$ cat src/design/calendar_date_offset_macros.svh
// Assertion macros for the calendar date offset block.
// Included by calendar_date_offset.sv; NO_ASSERTIONS compiles every check out.
`ifndef CALENDAR_DATE_OFFSET_MACROS_SVH
`define CALENDAR_DATE_OFFSET_MACROS_SVH
`ifndef NO_ASSERTIONS
`define CDO_ASSERT(lbl, prop, msg) \
    lbl: assert property (@(posedge i_clk) disable iff (!i_rst_n) (prop)) else $error(msg);
`define CDO_ASSERT_RST(lbl, prop, msg) \
    lbl: assert property (@(posedge i_clk) (prop)) else $error(msg);
`else
`define CDO_ASSERT(lbl, prop, msg)
`define CDO_ASSERT_RST(lbl, prop, msg)
`endif
`endif

$ cat src/design/cdo_pkg.sv
// Package for the calendar date offset block: field widths, sequencer states,
// reciprocal constants and month tables. No dependencies.
`timescale 1ns / 1ps
package cdo_pkg;

    localparam int YEAR_W  = 14;
    localparam int MONTH_W = 4;
    localparam int DAY_W   = 5;
    localparam int OFS_W   = 23;

    // day numbers with an offset applied, signed
    localparam int DN_W     = 26;
    localparam int REM_W    = 25;
    localparam int PART_W   = 16;
    localparam int MUL_A_W  = 25;
    localparam int MUL_B_W  = 19;
    localparam int MUL_P_W  = MUL_A_W + MUL_B_W;
    localparam int RECIP_SH = 25;
    localparam int Q_W      = 8;
    localparam int YR_W     = 16;
    localparam int DOY_W    = 9;

    localparam logic [MUL_B_W-1:0] RECIP_100_CEIL = 19'd335545;
    localparam logic [MUL_B_W-1:0] DAYS_PER_YEAR  = 19'd365;
    localparam logic [REM_W-1:0]   DAYS_LEAP_YEAR = 25'd366;

    localparam logic signed [OFS_W-1:0] DIST_HI = {1'b0, {(OFS_W-1){1'b1}}};
    localparam logic signed [OFS_W-1:0] DIST_LO = {1'b1, {(OFS_W-1){1'b0}}};

    typedef enum logic [3:0] {
        ST_IDLE,
        ST_YQ,
        ST_YM,
        ST_YS,
        ST_OFS,
        ST_DQ,
        ST_DP,
        ST_DF,
        ST_MON,
        ST_DIST,
        ST_WB
    } t_state;

    typedef enum logic [1:0] {
        LVL_400Y,
        LVL_100Y,
        LVL_4Y,
        LVL_1Y
    } t_level;

    typedef enum logic {
        ACT_ADD  = 1'b0,
        ACT_DIST = 1'b1
    } t_action;

    // days in each cycle of the decomposition
    function automatic logic [REM_W-1:0] div_const(input t_level lvl);
        logic [REM_W-1:0] d;
        case (lvl)
            LVL_400Y: d = 25'd146097;
            LVL_100Y: d = 25'd36524;
            LVL_4Y:   d = 25'd1461;
            LVL_1Y:   d = 25'd365;
            default:  d = 25'd365;
        endcase
        return d;
    endfunction

    // floor(2^RECIP_SH / div_const); the estimate is low by at most one
    function automatic logic [MUL_B_W-1:0] recip_const(input t_level lvl);
        logic [MUL_B_W-1:0] m;
        case (lvl)
            LVL_400Y: m = 19'd229;
            LVL_100Y: m = 19'd918;
            LVL_4Y:   m = 19'd22966;
            LVL_1Y:   m = 19'd91929;
            default:  m = 19'd91929;
        endcase
        return m;
    endfunction

    function automatic logic [DAY_W-1:0] month_days(input logic [MONTH_W-1:0] m,
                                                    input logic leap);
        logic [DAY_W-1:0] len;
        case (m)
            4'd1, 4'd3, 4'd5, 4'd7, 4'd8, 4'd10, 4'd12: len = 5'd31;
            4'd4, 4'd6, 4'd9, 4'd11:                    len = 5'd30;
            4'd2:    len = leap ? 5'd29 : 5'd28;
            default: len = 5'd0;
        endcase
        return len;
    endfunction

    // days in the year before the first of month m
    function automatic logic [DOY_W-1:0] days_before_month(input logic [MONTH_W-1:0] m,
                                                           input logic leap);
        logic [DOY_W-1:0] base;
        case (m)
            4'd1:    base = 9'd0;
            4'd2:    base = 9'd31;
            4'd3:    base = 9'd59;
            4'd4:    base = 9'd90;
            4'd5:    base = 9'd120;
            4'd6:    base = 9'd151;
            4'd7:    base = 9'd181;
            4'd8:    base = 9'd212;
            4'd9:    base = 9'd243;
            4'd10:   base = 9'd273;
            4'd11:   base = 9'd304;
            4'd12:   base = 9'd334;
            default: base = 9'd0;
        endcase
        return base + ((leap && m > 4'd2 && m <= 4'd12) ? 9'd1 : 9'd0);
    endfunction

endpackage

$ cat src/design/calendar_date_offset.sv
// Gregorian date arithmetic: add a day offset to a date, or day distance A to B.
// Depends on cdo_pkg and calendar_date_offset_macros.svh.
// Add: date A to day number (YQ, YM, YS), offset and range check (OFS), then DQ, DP,
// DF per level and MON give the date; bad A or range skips to WB. One request at a time.
// Distance: YQ, YM, YS for A, then B, then DIST. The 25x19 multiplier is shared.
// Reset (synchronous, active low) returns the sequencer to idle and drops o_valid.
`timescale 1ns / 1ps
`include "calendar_date_offset_macros.svh"
module calendar_date_offset #(
    parameter int unsigned MAX_YEAR = 9999
) (
    input  logic                                i_clk,
    input  logic                                i_rst_n,
    input  logic                                i_valid,
    output logic                                o_ready,
    input  logic                                i_action,
    input  logic        [cdo_pkg::YEAR_W-1:0]   i_year_a,
    input  logic        [cdo_pkg::MONTH_W-1:0]  i_month_a,
    input  logic        [cdo_pkg::DAY_W-1:0]    i_day_a,
    input  logic        [cdo_pkg::YEAR_W-1:0]   i_year_b,
    input  logic        [cdo_pkg::MONTH_W-1:0]  i_month_b,
    input  logic        [cdo_pkg::DAY_W-1:0]    i_day_b,
    input  logic signed [cdo_pkg::OFS_W-1:0]    i_offset_days,
    output logic                                o_valid,
    input  logic                                i_ready,
    output logic        [cdo_pkg::YEAR_W-1:0]   o_out_year,
    output logic        [cdo_pkg::MONTH_W-1:0]  o_out_month,
    output logic        [cdo_pkg::DAY_W-1:0]    o_out_day,
    output logic signed [cdo_pkg::OFS_W-1:0]    o_day_distance,
    output logic                                o_in_range
);
    import cdo_pkg::*;

    // Day number of 1/1/(MAX_YEAR+1): first day past the supported range.
    localparam int unsigned LIM_DAYS = MAX_YEAR * 365 + MAX_YEAR / 4
                                       - MAX_YEAR / 100 + MAX_YEAR / 400;
    localparam logic [REM_W-1:0] LIM_DN = REM_W'(LIM_DAYS);

    // Sequencer and captured request
    t_state                     r_state, n_state;
    t_action                    r_act, n_act;
    logic                       r_side, n_side;      // 0: date A, 1: date B
    logic        [YEAR_W-1:0]   r_ya, n_ya, r_yb, n_yb;
    logic        [MONTH_W-1:0]  r_ma, n_ma, r_mb, n_mb;
    logic        [DAY_W-1:0]    r_da, n_da, r_db, n_db;
    logic signed [OFS_W-1:0]    r_off, n_off;

    // Shared multiplier output and working values
    logic        [MUL_P_W-1:0]  r_prod, n_prod;
    logic        [PART_W-1:0]   r_part, n_part;
    logic                       r_dvalid, n_dvalid;
    logic                       r_va, n_va;
    logic signed [DN_W-1:0]     r_dn_a, n_dn_a, r_dn_b, n_dn_b;
    logic        [REM_W-1:0]    r_rem, n_rem;
    logic        [Q_W-1:0]      r_q, n_q;
    t_level                     r_lvl, n_lvl;
    logic        [YR_W-1:0]     r_yacc, n_yacc;
    logic        [2:0]          r_q100, n_q100;
    logic        [4:0]          r_q4, n_q4;
    logic        [2:0]          r_q1, n_q1;

    // Result staging and output register
    logic        [YEAR_W-1:0]   r_ry, n_ry;
    logic        [MONTH_W-1:0]  r_rm, n_rm;
    logic        [DAY_W-1:0]    r_rd, n_rd;
    logic signed [OFS_W-1:0]    r_dist, n_dist;
    logic                       r_ok, n_ok;
    logic                       r_o_valid, n_o_valid;
    logic        [YEAR_W-1:0]   r_o_year, n_o_year;
    logic        [MONTH_W-1:0]  r_o_month, n_o_month;
    logic        [DAY_W-1:0]    r_o_day, n_o_day;
    logic signed [OFS_W-1:0]    r_o_dist, n_o_dist;
    logic                       r_o_range, n_o_range;

    // Combinational helpers
    logic        [YEAR_W-1:0]   cur_y;
    logic        [MONTH_W-1:0]  cur_m;
    logic        [DAY_W-1:0]    cur_d;
    logic        [MUL_A_W-1:0]  mul_a;
    logic        [MUL_B_W-1:0]  mul_b;
    logic        [MUL_P_W-1:0]  mul_p;
    logic        [Q_W-1:0]      q_y;
    logic        [YEAR_W-1:0]   c100;
    logic                       cent;
    logic                       leap_y;
    logic        [YEAR_W-1:0]   p_y;
    logic        [Q_W-1:0]      qp;
    logic        [PART_W-1:0]   part;
    logic                       date_ok;
    logic signed [DN_W-1:0]     dn_sum;
    logic signed [DN_W-1:0]     ofs_sum;
    logic                       ofs_ok;
    logic        [Q_W-1:0]      q_est;
    logic        [REM_W-1:0]    dv;
    logic        [REM_W-1:0]    r0;
    logic        [Q_W-1:0]      qf;
    logic        [REM_W-1:0]    rf;
    logic        [YR_W-1:0]     yacc_nx;
    logic                       leap_r;
    logic        [YR_W-1:0]     yy;
    logic        [DOY_W-1:0]    doy;
    logic        [MONTH_W-1:0]  mm;
    logic        [DAY_W-1:0]    dd;
    logic signed [DN_W-1:0]     diff;
    logic signed [OFS_W-1:0]    dist_sat;
    logic                       out_free;

    // ------------------------------------------------------------------
    // Shared multiplier: each state picks its operands. Every product is
    // registered before anything downstream uses it.
    // ------------------------------------------------------------------
    always_comb begin
        mul_a = '0;
        mul_b = '0;
        case (r_state)
            ST_YQ: begin
                // year / 100 through a rounded-up reciprocal, exact for 14-bit years
                mul_a = MUL_A_W'(cur_y);
                mul_b = RECIP_100_CEIL;
            end
            ST_YM: begin
                mul_a = MUL_A_W'(p_y);
                mul_b = DAYS_PER_YEAR;
            end
            ST_DQ: begin
                mul_a = r_rem;
                mul_b = recip_const(r_lvl);
            end
            ST_DP: begin
                mul_a = MUL_A_W'(q_est);
                mul_b = MUL_B_W'(div_const(r_lvl));
            end
            default: begin
                mul_a = '0;
                mul_b = '0;
            end
        endcase
    end

    assign mul_p = MUL_P_W'(mul_a) * MUL_P_W'(mul_b);

    // ------------------------------------------------------------------
    // Arithmetic around the multiplier
    // ------------------------------------------------------------------
    always_comb begin
        cur_y = r_side ? r_yb : r_ya;
        cur_m = r_side ? r_mb : r_ma;
        cur_d = r_side ? r_db : r_da;

        // Forward: days before year y = p*365 + p/4 - p/100 + p/400, p = y - 1.
        // p/100 follows from y/100 minus one when y is a century year.
        q_y    = r_prod[RECIP_SH +: Q_W];
        c100   = (YEAR_W'(q_y) << 6) + (YEAR_W'(q_y) << 5) + (YEAR_W'(q_y) << 2);
        cent   = (c100 == cur_y);
        leap_y = (cur_y[1:0] == 2'd0) && (!cent || q_y[1:0] == 2'd0);
        p_y    = cur_y - YEAR_W'(1);
        qp     = q_y - Q_W'(cent);
        part   = PART_W'(p_y >> 2) - PART_W'(qp) + PART_W'(qp >> 2)
                 + PART_W'(days_before_month(cur_m, leap_y)) + PART_W'(cur_d) - PART_W'(1);
        date_ok = (cur_y != '0) && (32'(cur_y) <= MAX_YEAR)
                  && (cur_m >= 4'd1) && (cur_m <= 4'd12)
                  && (cur_d != '0) && (cur_d <= month_days(cur_m, leap_y));
        dn_sum = DN_W'(r_prod[REM_W-1:0]) + DN_W'(r_part);

        // Offset applied to date A and range check against the last day
        ofs_sum = r_dn_a + DN_W'(r_off);
        ofs_ok  = !ofs_sum[DN_W-1] && (ofs_sum[REM_W-1:0] < LIM_DN);

        // Reverse: one level of the 400/100/4/1 year decomposition.
        // Estimate is low by at most one; a compare and subtract fixes it.
        q_est = r_prod[RECIP_SH +: Q_W];
        dv    = div_const(r_lvl);
        r0    = r_rem - r_prod[REM_W-1:0];
        if (r0 >= dv) begin
            qf = r_q + Q_W'(1);
            rf = r0 - dv;
        end else begin
            qf = r_q;
            rf = r0;
        end
        // Last day of a 400-year cycle, or of a leap year: hold the quotient at 3
        if ((r_lvl == LVL_100Y || r_lvl == LVL_1Y) && qf == Q_W'(4)) begin
            qf = Q_W'(3);
            rf = dv;
        end

        // Years before the result, Horner form: ((q400*4 + q100)*25 + q4)*4 + q1
        case (r_lvl)
            LVL_400Y: yacc_nx = YR_W'(qf);
            LVL_100Y: yacc_nx = (r_yacc << 2) + YR_W'(qf);
            LVL_4Y:   yacc_nx = (r_yacc << 4) + (r_yacc << 3) + r_yacc + YR_W'(qf);
            LVL_1Y:   yacc_nx = (r_yacc << 2) + YR_W'(qf);
            default:  yacc_nx = r_yacc;
        endcase

        // Month search over the day of year; leap year read off the quotients
        leap_r = (r_q1 == 3'd3) && (r_q4 != 5'd24 || r_q100 == 3'd3);
        yy     = r_yacc + YR_W'(1);
        doy    = r_rem[DOY_W-1:0];
        mm     = 4'd1;
        for (int k = 2; k <= 12; k++) begin
            if (doy >= days_before_month(MONTH_W'(k), leap_r)) begin
                mm = MONTH_W'(k);
            end
        end
        dd = DAY_W'(doy - days_before_month(mm, leap_r) + DOY_W'(1));

        // Distance with saturation to the output width
        diff = r_dn_b - r_dn_a;
        if (diff > DN_W'(DIST_HI)) begin
            dist_sat = DIST_HI;
        end else if (diff < DN_W'(DIST_LO)) begin
            dist_sat = DIST_LO;
        end else begin
            dist_sat = diff[OFS_W-1:0];
        end

        out_free = !r_o_valid || i_ready;
    end

    // ------------------------------------------------------------------
    // Next state
    // ------------------------------------------------------------------
    always_comb begin
        n_state = r_state;
        case (r_state)
            ST_IDLE: begin
                if (i_valid) begin
                    n_state = ST_YQ;
                end
            end
            ST_YQ: n_state = ST_YM;
            ST_YM: n_state = ST_YS;
            ST_YS: begin
                if (!r_side) begin
                    if (r_act == ACT_ADD) begin
                        n_state = r_dvalid ? ST_OFS : ST_WB;
                    end else begin
                        n_state = ST_YQ;
                    end
                end else begin
                    n_state = (r_va && r_dvalid) ? ST_DIST : ST_WB;
                end
            end
            ST_OFS:  n_state = ofs_ok ? ST_DQ : ST_WB;
            ST_DQ:   n_state = ST_DP;
            ST_DP:   n_state = ST_DF;
            ST_DF:   n_state = (r_lvl == LVL_1Y) ? ST_MON : ST_DQ;
            ST_MON:  n_state = ST_WB;
            ST_DIST: n_state = ST_WB;
            ST_WB: begin
                if (out_free) begin
                    n_state = ST_IDLE;
                end
            end
            default: n_state = ST_IDLE;
        endcase
    end

    // ------------------------------------------------------------------
    // Datapath next values
    // ------------------------------------------------------------------
    always_comb begin
        n_act     = r_act;
        n_side    = r_side;
        n_ya      = r_ya;
        n_ma      = r_ma;
        n_da      = r_da;
        n_yb      = r_yb;
        n_mb      = r_mb;
        n_db      = r_db;
        n_off     = r_off;
        n_prod    = r_prod;
        n_part    = r_part;
        n_dvalid  = r_dvalid;
        n_va      = r_va;
        n_dn_a    = r_dn_a;
        n_dn_b    = r_dn_b;
        n_rem     = r_rem;
        n_q       = r_q;
        n_lvl     = r_lvl;
        n_yacc    = r_yacc;
        n_q100    = r_q100;
        n_q4      = r_q4;
        n_q1      = r_q1;
        n_ry      = r_ry;
        n_rm      = r_rm;
        n_rd      = r_rd;
        n_dist    = r_dist;
        n_ok      = r_ok;
        n_o_valid = r_o_valid && !i_ready;
        n_o_year  = r_o_year;
        n_o_month = r_o_month;
        n_o_day   = r_o_day;
        n_o_dist  = r_o_dist;
        n_o_range = r_o_range;

        case (r_state)
            ST_IDLE: begin
                // Capture the request and clear the result to the not-valid form
                if (i_valid) begin
                    n_act  = t_action'(i_action);
                    n_side = 1'b0;
                    n_ya   = i_year_a;
                    n_ma   = i_month_a;
                    n_da   = i_day_a;
                    n_yb   = i_year_b;
                    n_mb   = i_month_b;
                    n_db   = i_day_b;
                    n_off  = i_offset_days;
                    n_ry   = '0;
                    n_rm   = '0;
                    n_rd   = '0;
                    n_dist = '0;
                    n_ok   = 1'b0;
                end
            end
            ST_YQ: begin
                n_prod = mul_p;
            end
            ST_YM: begin
                n_prod   = mul_p;
                n_part   = part;
                n_dvalid = date_ok;
            end
            ST_YS: begin
                if (!r_side) begin
                    n_dn_a = dn_sum;
                    n_va   = r_dvalid;
                    n_side = 1'b1;
                end else begin
                    n_dn_b = dn_sum;
                end
            end
            ST_OFS: begin
                n_rem  = ofs_sum[REM_W-1:0];
                n_lvl  = LVL_400Y;
                n_yacc = '0;
            end
            ST_DQ: begin
                n_prod = mul_p;
            end
            ST_DP: begin
                n_q    = q_est;
                n_prod = mul_p;
            end
            ST_DF: begin
                n_rem  = rf;
                n_yacc = yacc_nx;
                case (r_lvl)
                    LVL_100Y: n_q100 = qf[2:0];
                    LVL_4Y:   n_q4   = qf[4:0];
                    LVL_1Y:   n_q1   = qf[2:0];
                    default:  n_q100 = r_q100;
                endcase
                n_lvl = t_level'(r_lvl + 2'd1);
            end
            ST_MON: begin
                n_ry = yy[YEAR_W-1:0];
                n_rm = mm;
                n_rd = dd;
                n_ok = 1'b1;
            end
            ST_DIST: begin
                n_dist = dist_sat;
                n_ok   = 1'b1;
            end
            ST_WB: begin
                // Move the staged result into the output register once it is free
                if (out_free) begin
                    n_o_valid = 1'b1;
                    n_o_year  = r_ry;
                    n_o_month = r_rm;
                    n_o_day   = r_rd;
                    n_o_dist  = r_dist;
                    n_o_range = r_ok;
                end
            end
            default: begin
                n_prod = r_prod;
            end
        endcase
    end

    // ------------------------------------------------------------------
    // Registers: control state is reset, payload is not
    // ------------------------------------------------------------------
    always_ff @(posedge i_clk) begin
        if (!i_rst_n) begin
            r_state   <= ST_IDLE;
            r_o_valid <= 1'b0;
        end else begin
            r_state   <= n_state;
            r_o_valid <= n_o_valid;
        end
    end

    always_ff @(posedge i_clk) begin
        r_act     <= n_act;
        r_side    <= n_side;
        r_ya      <= n_ya;
        r_ma      <= n_ma;
        r_da      <= n_da;
        r_yb      <= n_yb;
        r_mb      <= n_mb;
        r_db      <= n_db;
        r_off     <= n_off;
        r_prod    <= n_prod;
        r_part    <= n_part;
        r_dvalid  <= n_dvalid;
        r_va      <= n_va;
        r_dn_a    <= n_dn_a;
        r_dn_b    <= n_dn_b;
        r_rem     <= n_rem;
        r_q       <= n_q;
        r_lvl     <= n_lvl;
        r_yacc    <= n_yacc;
        r_q100    <= n_q100;
        r_q4      <= n_q4;
        r_q1      <= n_q1;
        r_ry      <= n_ry;
        r_rm      <= n_rm;
        r_rd      <= n_rd;
        r_dist    <= n_dist;
        r_ok      <= n_ok;
        r_o_year  <= n_o_year;
        r_o_month <= n_o_month;
        r_o_day   <= n_o_day;
        r_o_dist  <= n_o_dist;
        r_o_range <= n_o_range;
    end

    // ------------------------------------------------------------------
    // Outputs
    // ------------------------------------------------------------------
    always_comb begin
        o_ready        = (r_state == ST_IDLE);
        o_valid        = r_o_valid;
        o_out_year     = r_o_year;
        o_out_month    = r_o_month;
        o_out_day      = r_o_day;
        o_day_distance = r_o_dist;
        o_in_range     = r_o_range;
    end

    // ------------------------------------------------------------------
    // Assertions
    // ------------------------------------------------------------------
    `CDO_ASSERT_RST(a_reset_idle, !i_rst_n |=> (!o_valid && o_ready), "reset did not idle block")
    `CDO_ASSERT(a_invalid_zero, (o_valid && !o_in_range) |-> (o_out_year == '0 && o_out_month == '0 && o_out_day == '0 && o_day_distance == '0), "out-of-range result not zeroed")
    `CDO_ASSERT(a_date_form, (o_valid && o_out_month != '0) |-> (o_in_range && o_out_month <= 4'd12 && o_out_day != '0 && o_day_distance == '0), "malformed date result")
    `CDO_ASSERT(a_doy_bound, (r_state == ST_MON) |-> (r_rem < DAYS_LEAP_YEAR), "day of year past year end")

endmodule

$ cat config.mk
export PLATFORM = sky130hd
export DESIGN_NAME = calendar_date_offset
export DESIGN_NICKNAME = d
export VERILOG_FILES = /design/src/design/cdo_pkg.sv /design/src/design/calendar_date_offset.sv
export VERILOG_INCLUDE_DIRS = /design/src /design/src/design
export SDC_FILE = /design/constraint.sdc
export NUM_CORES = 2
export LEC_CHECK = 0
export ABC_AREA = 1
export ABC_CLOCK_PERIOD_IN_PS = 13300
export BUFFER_PORTS_ARGS = -buffer_cell sky130_fd_sc_hd__buf_4
export CORE_MARGIN = 2
export CORE_UTILIZATION = 40
export DETAILED_ROUTE_END_ITERATION = 10
export GPL_TIMING_DRIVEN = 0
export PLACE_DENSITY = 0.55
export SLEW_MARGIN = 20
export SYNTH_ARGS = -nofsm -noshare
export SYNTH_HDL_FRONTEND = slang
export SYNTH_SLANG_ARGS = --single-unit
$ cat constraint.sdc
create_clock -name i_clk -period 13.3 [get_ports i_clk]
set_input_delay 1.33 -clock i_clk [delete_from_list [all_inputs] [get_ports i_clk]]
set_output_delay 1.33 -clock i_clk [all_outputs]
set_load 0.1 [all_outputs]
==> impl_metrics.ini <==
[outcome]
status = finished, final reports clean

[timing]
skew_ns = 0.0359
fin_setup_tns_ns = 0
slew_violations = 0
fin_hold_ws_ns = 0.413
max_clock_freq_mhz = 101
setup_ws_ns = 3.43
period_minus_slack_ns = 9.87
finalHoldViolations = 0
rsz0062_at_grt = false
fin_crit_sh = 0.742
max_slew_margin = 0.264
tightest_slew_ns = 1.09
setup_viol = 0

[worst_setup_path]
arrival_ns = 10.18
cp_common_cell = fa_1
reg2reg_setup_slack_ns = 3.43
cp_slowest_stage_delay_ns = 0.61
cp-start-kind = register
path_max_fanout = 10
reg2reg_to = r_prod[28]$_DFFE_PP_
r2r-start = r_side$_DFFE_PP_
reg2reg_depth = 35
end_kind = register
startpoint = r_side$_DFFE_PP_
crit_slowest_cell = clkbuf_1
required_ns = 13.61
path_class = reg2reg

[power_and_ir_drop]
cellLeakagePower_nw = 19.3
p_per_area_nw_per_um2 = 270
p_total_w = 0.0111
ir_drop_mv = 0.324

[routing]
viasPerCell = 5.07
wire_per_inst_microns = 19.4
vias = 28800
ant_nets = 0
remaining_drc_errors = 0
firstDrtPassIters = 5
drt-total-wl_mm = 110
drt_iter0_drc = 2157

[global_routing]
grt_max_degree = 57
grt_pass1_wl_mm = 170
grt_overflow_total = 0
grt_pass1_vias = 28500
antenna_found_initial = 1
grt.total_usage = 0.236

[finish]
diodes = 0
drive_above_1_share = 0.0805
area_growth_pct = 10.9
mostFrequentLayoutCell = inv_1
final_cell_mix = inv_1 (869), nand2_1 (820), fa_1 (377)
stdcell_count = 5682
nNetsFinal = 5253

[cts]
numCtsBuffers = 39
cts_tree = done
cts_setup_buffers = 0
post_cts_resized = 0
clockBufferDepth = 3
clock_sinks = 333
clk_pin_slew_ns = 0.06
clk_latency_ns = 0.59
postCtsHoldBufs = 0
h-tree-depth = 2
ctsRootBufferMaster = clkbuf_16

[synth]
synth_ff_type = edfxtp_1
synthDistinctLibCells = 75
synth_top_cell_area_share = 0.266
async_reset_ff_frac = 0
ys_ff_latch = 333
syn_avg_cell_area_sq_um = 8.65
ys_top_cells_by_area = edfxtp_1 (27%), fa_1 (20%), ha_1 (11%)
netlist_area_sq_um = 37000
synth-edff-count = 328
yosys.area.top_type = edfxtp_1
synthCells = 4281
ys_seq_area_frac = 0.269
ys.warnings.count = 0

[flow_run]
max_cap_viol_count = 0

[hold_path]
worst_hold_path.num_cells = 0
min_from = r_rm[2]$_SDFFCE_PN0P_
hold_path_class = reg2reg
hold_end = o_out_month[2]$_DFFE_PP_

[floorplanning]
die_y_microns = 308
die_w_microns = 308
coreArea_sq_um = 91700
num_io_pins = 123
fp-row-count = 111
dieArea_sq_um = 95000
floorplan.initialDensity = 0.404

[placed_design]
gp_congestion = 0.953
dp.cells = 5612
dpl.hpwl_mm = 92.8
io_buffers = 122
post-place-ws_ns = 3.61
==> cell type report <==
cell class	count	area, sq um
Inverter	906	3410
Clock inverter	25	299
Timing Repair Buffer	131	1140
Sequential cell	333	9950
Buffer	74	372
Fill cell	9152	50600
Multi-Input combinational cell	2982	23400
Clock buffer	45	998
Tap cell	1186	1480
==> worst max-delay path: cells and delay by family, from the launching register on <==
kind,cells,cell delay (ns)
adder cells (fa/ha/maj),8,3.65
XOR/XNOR,2,0.56
AND/OR/NAND/NOR,7,1.29
AO/OA/AOI/OAI,9,2.26
flip-flops,1,0.44
buffers and inverters,9,1.37
==> cells in the mapped netlist (44+ instances only) <==
| cell type | number |
|---|---|
| a21oi_1 | 242 |
| clkbuf_1 | 50 |
| edfxtp_1 | 328 |
| fa_1 | 377 |
| ha_1 | 335 |
| inv_1 | 870 |
| nand2_1 | 821 |
| nand3_1 | 106 |
| nand4_1 | 44 |
| nor2_1 | 365 |
| nor3_1 | 44 |
| o21ai_0 | 139 |
| xnor2_1 | 73 |
| xor2_1 | 157 |
==> where the power goes <==
part | switching [W] | internal (W) | total (W)
logic | 0.00514 | 0.00285 | 0.00799
registers | 0.000186 | 0.00179 | 0.00197
clock network | 0.000460 | 0.000643 | 0.00110
==> registers in the layout, summed over array words and instances (netlist names), 5 cells and up <==
signal and flops:
r_dn_a 26, r_ya 14, r_q4 5, r_dn_b 26, o_out_year 14, o_out_day 5
r_ry 14, r_prod 33, r_yb 14, r_part 16, o_day_distance 23, r_rd 5
r_yacc 14, r_db 5, r_dist 23, r_rem 25, r_q 8, r_off 23
r_da 5
==> per-stage QoR <==
step,utilization,cell area [sq um]
floorplan,-,37100
global placement,0.431,39500
detailed placement,0.434,39700
CTS,0.448,41000
global route,0.448,41000
finish,0.448,41000
==> cells by family after synthesis <==
family,share of synthesized area
multiplexers,0.000541
AND/OR/NAND/NOR,0.176
AO/OA/AOI/OAI,0.0806
adder cells (fa/ha/maj),0.317
buffers and inverters,0.102
other,0.000203
flip-flops,0.269
XOR/XNOR,0.0549
==> per-layer routing <==
layer	track usage	vias to the layer above	share of wire
li1	-	13900	-
met1	0.337	13800	0.46
met2	0.369	910	0.44
met3	0.0267	178	0.058
met4	0.0877	0	0.040
met5	0	-	0
==> worst max-delay path by stage <==
stage / cells after the start / end / slack (ns)
floorplan: 35 / r_prod[25]$_DFFE_PP_ / 5.63
global placement: 35 / r_prod[28]$_DFFE_PP_ / 3.58
detailed placement: 35 / r_prod[28]$_DFFE_PP_ / 3.61
CTS: 35 / r_prod[28]$_DFFE_PP_ / 3.55
global route: 35 / r_prod[28]$_DFFE_PP_ / 2.92
finish: 35 / r_prod[28]$_DFFE_PP_ / 3.43
No activity file was read; power rests on OpenSTA's default activity.
